===== src/rtl/chull_pkg.sv =====
`timescale 1ns / 1ps
// ----------------------------------------------------------------------------
// chull_pkg
// Shared constants and types of the Graham scan convex hull block.
// ----------------------------------------------------------------------------
package chull_pkg;

	localparam int DEF_MAX_POINTS = 8;
	localparam int DEF_COORD_BITS = 16;
	localparam int FIELD_BITS     = 16;
	localparam int MIN_HULL_PTS   = 3;

	typedef struct packed {
		logic ccw;
		logic zero;
		logic near;
	} geo_res_t;

endpackage


===== src/rtl/chull_if.sv =====
`timescale 1ns / 1ps
// ----------------------------------------------------------------------------
// chull_if
// Point and hull vertex channels, valid/ready.
// ----------------------------------------------------------------------------
interface chull_pt_if;
	logic                            valid;
	logic                            ready;
	logic signed [15:0]              x_coord;
	logic signed [15:0]              y_coord;
	logic                            last_point;

	modport source (output valid, x_coord, y_coord, last_point, input ready);
	modport sink (input valid, x_coord, y_coord, last_point, output ready);
endinterface

interface chull_hull_if;
	logic                            valid;
	logic                            ready;
	logic signed [15:0]              hull_x;
	logic signed [15:0]              hull_y;
	logic                            last_vertex;
	logic                            too_few;
	logic                            dropped;

	modport source (output valid, hull_x, hull_y, last_vertex, too_few, dropped, input ready);
	modport sink (input valid, hull_x, hull_y, last_vertex, too_few, dropped, output ready);
endinterface


===== src/rtl/chull_ram.sv =====
`timescale 1ns / 1ps
// ----------------------------------------------------------------------------
// chull_ram
// Generic single-write, single-read RAM with registered read data.
// ----------------------------------------------------------------------------
module chull_ram #(
	parameter int WIDTH = 8,
	parameter int DEPTH = 8
) (
	input  logic                     clk,
	input  logic                     we,
	input  logic [$clog2(DEPTH)-1:0] wa,
	input  logic [WIDTH-1:0]         wd,
	input  logic                     re,
	input  logic [$clog2(DEPTH)-1:0] ra,
	output logic [WIDTH-1:0]         rd
);

	logic [WIDTH-1:0] mem_q [DEPTH];

	always_ff @(posedge clk) begin
		if (we) begin
			mem_q[wa] <= wd;
		end
		if (re) begin
			rd <= mem_q[ra];
		end
	end

endmodule


===== src/rtl/chull_geo.sv =====
`timescale 1ns / 1ps
// ----------------------------------------------------------------------------
// chull_geo
// Orientation of (a, b, c) by cross product with one shared multiplier,
// plus a nearness test of b against c as seen from a.
// ----------------------------------------------------------------------------
module chull_geo import chull_pkg::*; #(
	parameter int COORD_BITS = DEF_COORD_BITS
) (
	input  logic                         clk,
	input  logic                         arst_n,
	input  logic                         start,
	input  logic signed [COORD_BITS-1:0] ax,
	input  logic signed [COORD_BITS-1:0] ay,
	input  logic signed [COORD_BITS-1:0] bx,
	input  logic signed [COORD_BITS-1:0] by,
	input  logic signed [COORD_BITS-1:0] cx,
	input  logic signed [COORD_BITS-1:0] cy,
	output logic                         done,
	output geo_res_t                     res
);

	localparam int DW = COORD_BITS + 1;
	localparam int PW = 2 * DW;

	logic signed [DW-1:0] d1_q, d2_q, d3_q, d4_q;
	logic signed [PW-1:0] p1_q, p2_q;
	logic signed [PW:0]   o;
	logic                 near_q;
	logic [1:0]           step_q;
	logic signed [DW-1:0] ebx, eby, ecx, ecy;
	logic [DW-1:0]        abx, aby, acx, acy;
	logic [DW:0]          mb, mc;
	logic signed [DW-1:0] ma, mm;

	always_comb begin
		ebx = DW'(bx) - DW'(ax);
		eby = DW'(by) - DW'(ay);
		ecx = DW'(cx) - DW'(ax);
		ecy = DW'(cy) - DW'(ay);
		abx = ebx[DW-1] ? DW'(-ebx) : DW'(ebx);
		aby = eby[DW-1] ? DW'(-eby) : DW'(eby);
		acx = ecx[DW-1] ? DW'(-ecx) : DW'(ecx);
		acy = ecy[DW-1] ? DW'(-ecy) : DW'(ecy);
		mb  = {1'b0, abx} + {1'b0, aby};
		mc  = {1'b0, acx} + {1'b0, acy};
		ma  = (step_q == 2'd1) ? d1_q : d3_q;
		mm  = (step_q == 2'd1) ? d2_q : d4_q;
		o   = (PW+1)'(p1_q) - (PW+1)'(p2_q);
	end

	always_ff @(posedge clk or negedge arst_n) begin
		if (!arst_n) begin
			step_q <= 2'd0;
			done   <= 1'b0;
		end else begin
			done <= (step_q == 2'd3);
			unique case (step_q)
				2'd0: begin
					if (start) begin
						d1_q   <= DW'(cy) - DW'(by);
						d2_q   <= DW'(bx) - DW'(ax);
						d3_q   <= DW'(by) - DW'(ay);
						d4_q   <= DW'(cx) - DW'(bx);
						near_q <= mb < mc;
						step_q <= 2'd1;
					end
				end
				2'd1: begin
					p1_q   <= ma * mm;
					step_q <= 2'd2;
				end
				2'd2: begin
					p2_q   <= ma * mm;
					step_q <= 2'd3;
				end
				default: begin
					res.ccw  <= !o[PW] && (o != '0);
					res.zero <= (o == '0);
					res.near <= near_q;
					step_q   <= 2'd0;
				end
			endcase
		end
	end

endmodule


===== src/rtl/convex_hull_graham_scan.sv =====
`timescale 1ns / 1ps
// ----------------------------------------------------------------------------
// convex_hull_graham_scan
// Graham scan convex hull over a stored point set.
//
//   channel  dir  payload                                       done when
//   pt       in   x_coord, y_coord, last_point                  valid & ready
//   hull     out  hull_x, hull_y, last_vertex, too_few, dropped valid & ready
//
// Points load at one per cycle; the pivot is tracked while loading.
// After the last point: order setup, an insertion sort whose compares use the
// shared multiplier, stack setup, a scan with turn tests and pops of the
// stack, and output of the vertices, which hull can stall.
// pt is held off from the last point until the last vertex is registered.
// Reset clears control state only; the memories need no clearing.
// ----------------------------------------------------------------------------
module convex_hull_graham_scan import chull_pkg::*; #(
	parameter int MAX_POINTS = DEF_MAX_POINTS,
	parameter int COORD_BITS = DEF_COORD_BITS
) (
	input  logic          clk,
	input  logic          arst_n,
	chull_pt_if.sink      pt,
	chull_hull_if.source  hull
);

	localparam int IW = $clog2(MAX_POINTS);
	localparam int CW = $clog2(MAX_POINTS + 1);
	localparam int CB = COORD_BITS;

	typedef enum logic [4:0] {
		S_LOAD, S_FEW, S_INIT,
		S_SR0, S_SR1, S_SR2, S_SJ0, S_SJ1, S_SJ2, S_SJ3, S_SW,
		S_SI0, S_SI1, S_SI2,
		S_SL0, S_SL1, S_SL2, S_SL3, S_SL4, S_SP1, S_SP2, S_SPUSH,
		S_EM0, S_EM1, S_EM2
	} state_t;

	state_t state_q;

	logic [CW-1:0] cnt_q, n_q, i_q, j_q, k_q, depth_q;
	logic          ovf_q, drop_q;
	logic [IW-1:0] piv_q, cur_q, oth_q, top_q, sec_q;
	logic signed [CB-1:0] pvx_q, pvy_q, curx_q, cury_q, topx_q, topy_q, secx_q, secy_q;

	logic signed [CB-1:0] in_x, in_y, px, py, gax, gay, gbx, gby, gcx, gcy;
	logic [FIELD_BITS-1:0] ox, oy;
	logic [CW-1:0]   nxt_cnt, jm1, dm3;
	logic            acc, take, newpiv, out_free, emit, geo_start, geo_done, precede;
	geo_res_t        geo_res;

	logic            pt_we, pt_re, ord_we, ord_re, stk_we, stk_re;
	logic [IW-1:0]   pt_wa, pt_ra, ord_wa, ord_ra, ord_wd, ord_rd, stk_wa, stk_ra, stk_wd, stk_rd;
	logic [2*CB-1:0] pt_rd;

	assign acc      = pt.valid && pt.ready;
	assign pt.ready = (state_q == S_LOAD);
	assign take     = (cnt_q != CW'(MAX_POINTS));
	assign nxt_cnt  = take ? cnt_q + 1'b1 : cnt_q;
	assign newpiv   = (cnt_q == '0) || (in_y < pvy_q) || ((in_y == pvy_q) && (in_x > pvx_q));
	assign out_free = !hull.valid || hull.ready;
	assign emit     = out_free && ((state_q == S_FEW) || (state_q == S_EM2));
	assign jm1      = j_q - 1'b1;
	assign dm3      = depth_q - CW'(3);
	assign px       = pt_rd[CB-1:0];
	assign py       = pt_rd[2*CB-1:CB];
	assign precede  = geo_res.zero ? geo_res.near : geo_res.ccw;

	always_comb begin
		for (int b = 0; b < CB; b++) begin
			in_x[b] = (b < FIELD_BITS) ? pt.x_coord[b] : 1'b0;
			in_y[b] = (b < FIELD_BITS) ? pt.y_coord[b] : 1'b0;
		end
		for (int b = 0; b < FIELD_BITS; b++) begin
			ox[b] = (b < CB) ? px[b] : px[CB-1];
			oy[b] = (b < CB) ? py[b] : py[CB-1];
		end
	end

	always_comb begin
		pt_we  = (state_q == S_LOAD) && acc && take;
		pt_wa  = cnt_q[IW-1:0];
		pt_re  = 1'b0;
		pt_ra  = ord_rd;
		ord_we = 1'b0;
		ord_wa = j_q[IW-1:0];
		ord_wd = cur_q;
		ord_re = 1'b0;
		ord_ra = i_q[IW-1:0];
		stk_we = 1'b0;
		stk_wa = depth_q[IW-1:0];
		stk_wd = cur_q;
		stk_re = 1'b0;
		stk_ra = k_q[IW-1:0];
		geo_start = 1'b0;
		gax = secx_q;
		gay = secy_q;
		gbx = topx_q;
		gby = topy_q;
		gcx = curx_q;
		gcy = cury_q;
		unique case (state_q)
			S_INIT: begin
				ord_we = 1'b1;
				ord_wa = i_q[IW-1:0];
				if (i_q == '0) begin
					ord_wd = piv_q;
				end else if (i_q[IW-1:0] == piv_q) begin
					ord_wd = '0;
				end else begin
					ord_wd = i_q[IW-1:0];
				end
			end
			S_SR0: ord_re = 1'b1;
			S_SR1, S_SJ1, S_SI1, S_SL1: pt_re = 1'b1;
			S_SJ0: begin
				ord_re = (j_q > CW'(1));
				ord_ra = jm1[IW-1:0];
			end
			S_SJ2: begin
				geo_start = 1'b1;
				gax = pvx_q;
				gay = pvy_q;
				gbx = curx_q;
				gby = cury_q;
				gcx = px;
				gcy = py;
			end
			S_SJ3: begin
				ord_we = geo_done && precede;
				ord_wd = oth_q;
			end
			S_SW: ord_we = 1'b1;
			S_SI0: begin
				ord_re = 1'b1;
				ord_ra = k_q[IW-1:0];
			end
			S_SL0: ord_re = (i_q != n_q);
			S_SL3: geo_start = (depth_q >= CW'(2));
			S_SL4: begin
				stk_re = geo_done && !geo_res.ccw && (depth_q >= CW'(3));
				stk_ra = dm3[IW-1:0];
			end
			S_SP1, S_EM1: begin
				pt_re = 1'b1;
				pt_ra = stk_rd;
			end
			S_SPUSH: stk_we = (depth_q != CW'(MAX_POINTS));
			S_EM0: stk_re = 1'b1;
			default: ;
		endcase
		if (state_q == S_SI1) begin
			stk_we = 1'b1;
			stk_wa = k_q[IW-1:0];
			stk_wd = ord_rd;
		end
	end

	always_ff @(posedge clk or negedge arst_n) begin
		if (!arst_n) begin
			state_q    <= S_LOAD;
			cnt_q      <= '0;
			ovf_q      <= 1'b0;
			hull.valid <= 1'b0;
		end else begin
			if (hull.ready && !emit) begin
				hull.valid <= 1'b0;
			end
			unique case (state_q)
				S_LOAD: begin
					if (acc) begin
						if (take && newpiv) begin
							pvx_q <= in_x;
							pvy_q <= in_y;
							piv_q <= cnt_q[IW-1:0];
						end
						if (pt.last_point) begin
							n_q    <= nxt_cnt;
							drop_q <= ovf_q || !take;
							cnt_q  <= '0;
							ovf_q  <= 1'b0;
							i_q    <= '0;
							state_q <= (nxt_cnt < CW'(MIN_HULL_PTS)) ? S_FEW : S_INIT;
						end else begin
							cnt_q <= nxt_cnt;
							ovf_q <= ovf_q || !take;
						end
					end
				end
				S_FEW: begin
					if (out_free) begin
						hull.valid       <= 1'b1;
						hull.hull_x      <= '0;
						hull.hull_y      <= '0;
						hull.last_vertex <= 1'b1;
						hull.too_few     <= 1'b1;
						hull.dropped     <= drop_q;
						state_q          <= S_LOAD;
					end
				end
				S_INIT: begin
					if (i_q == n_q - 1'b1) begin
						i_q     <= CW'(2);
						state_q <= S_SR0;
					end else begin
						i_q <= i_q + 1'b1;
					end
				end
				S_SR0: state_q <= S_SR1;
				S_SR1: begin
					cur_q   <= ord_rd;
					j_q     <= i_q;
					state_q <= S_SR2;
				end
				S_SR2: begin
					curx_q  <= px;
					cury_q  <= py;
					state_q <= S_SJ0;
				end
				S_SJ0: state_q <= (j_q > CW'(1)) ? S_SJ1 : S_SW;
				S_SJ1: begin
					oth_q   <= ord_rd;
					state_q <= S_SJ2;
				end
				S_SJ2: state_q <= S_SJ3;
				S_SJ3: begin
					if (geo_done) begin
						if (precede) begin
							j_q     <= jm1;
							state_q <= S_SJ0;
						end else begin
							state_q <= S_SW;
						end
					end
				end
				S_SW: begin
					if (i_q == n_q - 1'b1) begin
						k_q     <= '0;
						state_q <= S_SI0;
					end else begin
						i_q     <= i_q + 1'b1;
						state_q <= S_SR0;
					end
				end
				S_SI0: state_q <= S_SI1;
				S_SI1: begin
					cur_q   <= ord_rd;
					state_q <= S_SI2;
				end
				S_SI2: begin
					sec_q  <= top_q;
					secx_q <= topx_q;
					secy_q <= topy_q;
					top_q  <= cur_q;
					topx_q <= px;
					topy_q <= py;
					if (k_q == CW'(2)) begin
						depth_q <= CW'(3);
						i_q     <= CW'(3);
						state_q <= S_SL0;
					end else begin
						k_q     <= k_q + 1'b1;
						state_q <= S_SI0;
					end
				end
				S_SL0: begin
					if (i_q == n_q) begin
						k_q     <= depth_q - 1'b1;
						state_q <= S_EM0;
					end else begin
						state_q <= S_SL1;
					end
				end
				S_SL1: begin
					cur_q   <= ord_rd;
					state_q <= S_SL2;
				end
				S_SL2: begin
					curx_q  <= px;
					cury_q  <= py;
					state_q <= S_SL3;
				end
				S_SL3: state_q <= (depth_q >= CW'(2)) ? S_SL4 : S_SPUSH;
				S_SL4: begin
					if (geo_done) begin
						if (geo_res.ccw) begin
							state_q <= S_SPUSH;
						end else begin
							depth_q <= depth_q - 1'b1;
							top_q   <= sec_q;
							topx_q  <= secx_q;
							topy_q  <= secy_q;
							state_q <= (depth_q >= CW'(3)) ? S_SP1 : S_SL3;
						end
					end
				end
				S_SP1: begin
					sec_q   <= stk_rd;
					state_q <= S_SP2;
				end
				S_SP2: begin
					secx_q  <= px;
					secy_q  <= py;
					state_q <= S_SL3;
				end
				S_SPUSH: begin
					if (depth_q != CW'(MAX_POINTS)) begin
						depth_q <= depth_q + 1'b1;
						sec_q   <= top_q;
						secx_q  <= topx_q;
						secy_q  <= topy_q;
						top_q   <= cur_q;
						topx_q  <= curx_q;
						topy_q  <= cury_q;
					end
					i_q     <= i_q + 1'b1;
					state_q <= S_SL0;
				end
				S_EM0: state_q <= S_EM1;
				S_EM1: state_q <= S_EM2;
				S_EM2: begin
					if (out_free) begin
						hull.valid       <= 1'b1;
						hull.hull_x      <= ox;
						hull.hull_y      <= oy;
						hull.last_vertex <= (k_q == '0);
						hull.too_few     <= 1'b0;
						hull.dropped     <= drop_q;
						k_q              <= k_q - 1'b1;
						state_q          <= (k_q == '0) ? S_LOAD : S_EM0;
					end
				end
				default: state_q <= S_LOAD;
			endcase
		end
	end

	chull_ram #(.WIDTH(2 * CB), .DEPTH(MAX_POINTS)) u_pt_ram (
		.clk(clk), .we(pt_we), .wa(pt_wa), .wd({in_y, in_x}),
		.re(pt_re), .ra(pt_ra), .rd(pt_rd)
	);

	chull_ram #(.WIDTH(IW), .DEPTH(MAX_POINTS)) u_ord_ram (
		.clk(clk), .we(ord_we), .wa(ord_wa), .wd(ord_wd),
		.re(ord_re), .ra(ord_ra), .rd(ord_rd)
	);

	chull_ram #(.WIDTH(IW), .DEPTH(MAX_POINTS)) u_stk_ram (
		.clk(clk), .we(stk_we), .wa(stk_wa), .wd(stk_wd),
		.re(stk_re), .ra(stk_ra), .rd(stk_rd)
	);

	chull_geo #(.COORD_BITS(CB)) u_geo (
		.clk(clk), .arst_n(arst_n), .start(geo_start),
		.ax(gax), .ay(gay), .bx(gbx), .by(gby), .cx(gcx), .cy(gcy),
		.done(geo_done), .res(geo_res)
	);

endmodule


===== src/flat_wrapper.sv =====
// flat-port wrapper written by rule: the top's interface ports become plain ports
module convex_hull_graham_scan_flat import chull_pkg::*;
#(
	parameter int MAX_POINTS = DEF_MAX_POINTS,
	parameter int COORD_BITS = DEF_COORD_BITS
)
  (clk, arst_n, pt_valid, pt_x_coord, pt_y_coord, pt_last_point, pt_ready, hull_valid, hull_hull_x, hull_hull_y, hull_last_vertex, hull_too_few, hull_dropped, hull_ready);
  chull_pt_if pt_i ();
  chull_hull_if hull_i ();
  input  logic clk;
  input  logic arst_n;
  input wire logic [$bits(pt_i.valid)-1:0] pt_valid;
  input wire logic [$bits(pt_i.x_coord)-1:0] pt_x_coord;
  input wire logic [$bits(pt_i.y_coord)-1:0] pt_y_coord;
  input wire logic [$bits(pt_i.last_point)-1:0] pt_last_point;
  output wire logic [$bits(pt_i.ready)-1:0] pt_ready;
  output wire logic [$bits(hull_i.valid)-1:0] hull_valid;
  output wire logic [$bits(hull_i.hull_x)-1:0] hull_hull_x;
  output wire logic [$bits(hull_i.hull_y)-1:0] hull_hull_y;
  output wire logic [$bits(hull_i.last_vertex)-1:0] hull_last_vertex;
  output wire logic [$bits(hull_i.too_few)-1:0] hull_too_few;
  output wire logic [$bits(hull_i.dropped)-1:0] hull_dropped;
  input wire logic [$bits(hull_i.ready)-1:0] hull_ready;
  assign pt_i.valid = pt_valid;
  assign pt_i.x_coord = pt_x_coord;
  assign pt_i.y_coord = pt_y_coord;
  assign pt_i.last_point = pt_last_point;
  assign pt_ready = pt_i.ready;
  assign hull_valid = hull_i.valid;
  assign hull_hull_x = hull_i.hull_x;
  assign hull_hull_y = hull_i.hull_y;
  assign hull_last_vertex = hull_i.last_vertex;
  assign hull_too_few = hull_i.too_few;
  assign hull_dropped = hull_i.dropped;
  assign hull_i.ready = hull_ready;
  convex_hull_graham_scan #(.MAX_POINTS(MAX_POINTS), .COORD_BITS(COORD_BITS)) u_core (.clk(clk), .arst_n(arst_n), .pt(pt_i), .hull(hull_i));
endmodule

===== config.mk =====
export PLATFORM = sky130hd
export DESIGN_NAME = convex_hull_graham_scan_flat
export DESIGN_NICKNAME = d
export VERILOG_FILES = /design/src/rtl/chull_pkg.sv /design/src/rtl/chull_if.sv /design/src/rtl/chull_ram.sv /design/src/rtl/chull_geo.sv /design/src/rtl/convex_hull_graham_scan.sv /design/src/flat_wrapper.sv
export SDC_FILE = /design/constraint.sdc
export NUM_CORES = 2
export LEC_CHECK = 0
export BUFFER_PORTS_ARGS = -buffer_cell sky130_fd_sc_hd__buf_2
export CAP_MARGIN = 20
export CORE_ASPECT_RATIO = 0.75
export CORE_MARGIN = 2
export CORE_UTILIZATION = 66
export CTS_BUF_LIST = sky130_fd_sc_hd__clkbuf_4 sky130_fd_sc_hd__clkbuf_8
export CTS_CLUSTER_DIAMETER = 200
export DETAILED_ROUTE_END_ITERATION = 16
export PLACE_DENSITY = 0.83
export SYNTH_ARGS = -nofsm -noshare
export SYNTH_HDL_FRONTEND = slang
export SYNTH_HIERARCHICAL = 1
export SYNTH_SLANG_ARGS = --single-unit

===== constraint.sdc =====
create_clock -name clk -period 11.2 [get_ports clk]
set_input_delay 1.68 -clock clk [delete_from_list [all_inputs] [get_ports clk]]
set_output_delay 1.68 -clock clk [all_outputs]
set_load 0.01 [all_outputs]

==> results.sh <==
export IMPL_drc=0
export IMPL_cp_required_ns=11.74
export IMPL_synth_compound_area_share_pct=8.88
export IMPL_p_comb_share_pct=0.8
export IMPL_power_switching_uw=1020
export IMPL_worstReg2RegEnd="u_core/u_geo/near_q$_DFFE_PP_"
export IMPL_cp_slowest_cell="dfrtp_1"
export IMPL_gp_congestion=1.00
export IMPL_coreArea_um2=73600
export IMPL_seq_area_um2=20600
export IMPL_whs_path_depth=0
export IMPL_min_path_type="flop to flop"
export IMPL_swShare_pct=20.6
export IMPL_power_density_nw_per_um2=93.4
export IMPL_die_w_um=319
export IMPL_grt_pass1_wl_um=188000
export IMPL_yosys_area_share_simple_pct=10.3
export IMPL_p_leak_uw=0.0221
export IMPL_root_buffer="clkbuf_8"
export IMPL_min_period_ns=9.15
export IMPL_numCtsBuffers=104
export IMPL_totalPowerFinal_uw=4920
export IMPL_reg2regPathDepth=33
export IMPL_slew_viol_final=0
export IMPL_dr_pass1_iters=6
export IMPL_dp_hpwl_um=89400
export IMPL_gr_usage_met2_pct=49.7
export IMPL_run_status="completed"
export IMPL_h_tree_depth=3
export IMPL_fill_cells=4914
export IMPL_hold_path_end="u_core/hull.dropped$_DFFE_PP_"
export IMPL_clock_sinks=689
export IMPL_synthFlopType="edfxtp_1"
export IMPL_synthXorXnorAreaFrac_pct=4.13
export IMPL_timing_rr_start="u_core/state_q[0]$_DFFE_PN0P_"
export IMPL_grt_start_max_net_pins=70
export IMPL_path_common_cell="a21oi_1"
export IMPL_synth_area_um2=49100
export IMPL_hold_violations=0
export IMPL_dp_cells=5220
export IMPL_synth_cell_type_count=105
export IMPL_vias=34000
export IMPL_syn_nets=4916
export IMPL_synth_top_family_by_area="adder cells"
export IMPL_p_int_uw=3910
export IMPL_cp_end_kind="flop"
export IMPL_initial_core_util_pct=66.7
export IMPL_ctsLongestPathBuffers=3
export IMPL_relSlewSlack_pct=15.4
export IMPL_met3_usage_pct=6.47
export IMPL_synthMuxAreaShare_pct=8.77
export IMPL_syn_area_per_cell_um2=11.5
export IMPL_clkPwrFrac_pct=42.2
export IMPL_worstMarginPinSlew_ns=1.23
export IMPL_crit_fanout=65
export IMPL_hp_start="u_core/drop_q$_DFFE_PP_"
export IMPL_setup_viol=0
export IMPL_synth_seq_cells=689
export IMPL_synth_edff_count=675
export IMPL_antenna_found_initial=3
export IMPL_routed_via_density=6.27
export IMPL_critPathMaxStageDelay_ns=0.86
export IMPL_clock_latency_ns=0.74
export IMPL_cp_start_kind="flop"
export IMPL_dieHeight_um=240
export IMPL_synth_warnings=6
export IMPL_rsz0062_at_grt="false"
export IMPL_drt_iter0_drc=3667
export IMPL_async_reset_ff_share_pct=2.03
export IMPL_worst_clock_skew_ns=0.0456
export IMPL_max_freq_mhz=109
export IMPL_global_route_usage_met1_pct=45.6
export IMPL_dieArea_um2=76700
export IMPL_routed_wl_um=120000
export IMPL_grt_pass1_vias=33800
export IMPL_seq_area_frac_synth_pct=42.0
export IMPL_timing_final_crit_share_pct=81.7
export IMPL_maxCapViolations=0
export IMPL_io_pins=74
export IMPL_r2r_setup_slack_ns=2.05
export IMPL_cts_clk_slew_worst_paths_ns=0.07
export IMPL_cts_tree="yes"
export IMPL_fin_setup_tns_ns=0
export IMPL_fp_row_count=86
export IMPL_critPathKind="flop to flop"
export IMPL_peakVddDrop_mv=0.148
export IMPL_drive_above_1_share_pct=12.3
export IMPL_wl_per_cell_um=22.1
export IMPL_cts_setup_buffers=0
export IMPL_syn2layout_area_growth_pct=7.34
export IMPL_multi_input_area_um2=26000
export IMPL_grt_overflow_total=0
export IMPL_p_seq_share_pct=56.9
export IMPL_fin_nets=5027
export IMPL_grt_usage_pct=31.8
export IMPL_io_buffers=73
export IMPL_cts_resized_gates=0
export IMPL_cp_arrival_ns=9.69
export IMPL_synthCells=4254
export IMPL_crit_start="u_core/state_q[0]$_DFFE_PN0P_"
export IMPL_instances_no_fill=5413
export IMPL_crit_family="compound AO/OA/AOI/OAI gates"
export IMPL_ctsHoldBuffers=0
export IMPL_grt_busiest_layer="met2"
export IMPL_crit_buf_inv=3
export IMPL_ant_nets=0
export IMPL_synthAdderAreaFrac_pct=20.6
-- per-stage QoR --
stage	worst slack, ns	hold slack, ns	utilization [%]	cell area, um^2
after global routing	1.32	0.429	71.6	52700
after global placement	2.64	0.403	68.8	50600
after floorplan	3.41	0.400	-	49100
after CTS	2.35	0.424	71.6	52700
final	2.05	0.422	71.6	52700
after detailed placement	2.33	0.409	68.8	50600
-- sequential cells by signal, summed over array words and instances (netlist names), 17 cells and up --
register	cells
u_core/u_ord_ram/mem_q	24
u_core/u_pt_ram/mem_q	256
u_core/u_geo/d3_q	17
u_core/u_geo/d1_q	17
u_core/u_geo/d2_q	17
u_core/u_pt_ram/rd	32
u_core/u_geo/p2_q	34
u_core/u_geo/p1_q	34
u_core/u_geo/d4_q	17
u_core/u_stk_ram/mem_q	24
-- how the worst max path moves through the flow --
stage	endpoint	slack, ns	cells past startpoint
2_1_floorplan	u_core/u_geo/p1_q[33]$_DFFE_PP_	3.41	28
3_3_place_gp	u_core/u_geo/near_q$_DFFE_PP_	2.64	32
3_5_place_dp	u_core/u_geo/near_q$_DFFE_PP_	2.33	32
4_1_cts	u_core/u_geo/near_q$_DFFE_PP_	2.35	32
5_1_grt	u_core/u_geo/near_q$_DFFE_PP_	1.32	33
6_report	u_core/u_geo/near_q$_DFFE_PP_	2.05	33
-- metal layers --
metal | wire, um | part of all wire (%) | vias up
li1 | - | - | 15300
met1 | 49800 | 42 | 16700
met2 | 54300 | 45 | 1736
met3 | 12300 | 10 | 240
met4 | 3180 | 2.7 | 4
met5 | 24 | 0.020 | -
-- cells by family after synthesis --
logic type | after synthesis
buffers and inverters | 667
AO/OA/AOI/OAI | 653
adder cells (fa/ha/maj) | 625
multiplexers | 293
XOR/XNOR | 231
AND/OR/NAND/NOR | 1096
flip-flops | 689
-- cell usage after synthesis, types with 8 or more instances --
library cell | number | area (um^2)
a21boi_0 | 11 | 82.6
fa_1 | 306 | 6130
o21ai_0 | 130 | 651
a211oi_1 | 9 | 67.6
o31ai_1 | 11 | 82.6
a221o_1 | 8 | 80.1
a21oi_1 | 161 | 806
nor2_1 | 342 | 1280
a41oi_1 | 8 | 70.1
inv_1 | 551 | 2070
a22oi_1 | 36 | 270
mux2_2 | 165 | 1860
and2_1 | 44 | 275
mux2_1 | 13 | 146
nor4_1 | 17 | 106
o22ai_1 | 9 | 56.3
mux4_1 | 52 | 1370
buf_6 | 9 | 101
buf_2 | 34 | 170
nor2b_1 | 49 | 307
mux4_2 | 24 | 541
xor2_1 | 87 | 762
nand2_1 | 365 | 1370
a31o_2 | 8 | 70.1
dfrtp_1 | 14 | 350
ha_1 | 319 | 3990
edfxtp_1 | 675 | 20300
o21bai_1 | 15 | 113
buf_1 | 9 | 33.8
clkbuf_1 | 61 | 229
o211ai_1 | 11 | 82.6
a21o_1 | 66 | 495
or3_1 | 14 | 87.6
nor3_1 | 56 | 280
nand4_1 | 28 | 175
nand3_1 | 57 | 285
and3_1 | 24 | 150
o21a_1 | 37 | 278
nand2b_1 | 43 | 269
a31oi_1 | 37 | 231
mux2i_1 | 38 | 380
xnor2_1 | 143 | 1250
-- final cells by class --
cell class	instances	area share (%)
timing repair buffer	120	1.39
antenna	2	0.00949
sequential	689	39.1
clock inverter	49	0.726
clock buffer	135	3.17
tap	968	2.30
inverter	552	3.93
multi-input combinational	2898	49.4
-- worst register-to-register path: cells and delay by family, from the launching register on --
family                     cells  cell delay (ns)
AOI/OAI and AO/OA             19             4.38
xor gates and xnor gates       1             0.18
adders and majority gates      4             1.13
buffers and inverters          3             0.98
DFF                            1             0.86
muxes                          1             0.42
and+or+nand+nor                5             1.03
-- power by group through the flow --
stage	Combinational (uW)	Sequential, uW	Clock, uW
6_report	40.5	2800	2080
3_5_place_dp	39.6	2860	0
5_1_grt	44.8	2800	2210
3_3_place_gp	37.0	2860	0
4_1_cts	40.2	2800	2120
2_1_floorplan	10.6	2860	0
-- placed cells by master, fill, tap and decap left out, types with 31 or more instances in the layout --
cell type  count
ha_1         318
nand2b_1      43
xnor2_1      143
xor2_1        87
buf_4         45
edfxtp_1     675
inv_1        551
nand3_1       56
a31oi_1       35
buf_2         73
mux2i_1       38
and2_1        44
clkbuf_8     105
nor3_1        54
a22oi_1       36
nor2_1       333
fa_1         306
o21ai_0      130
o21a_1        37
nor2b_1       49
clkbuf_4      31
nand2_1      364
a21o_1        66
mux2_2       164
mux4_1        52
a21oi_1      161
Power figures use the tool's default switching activity.
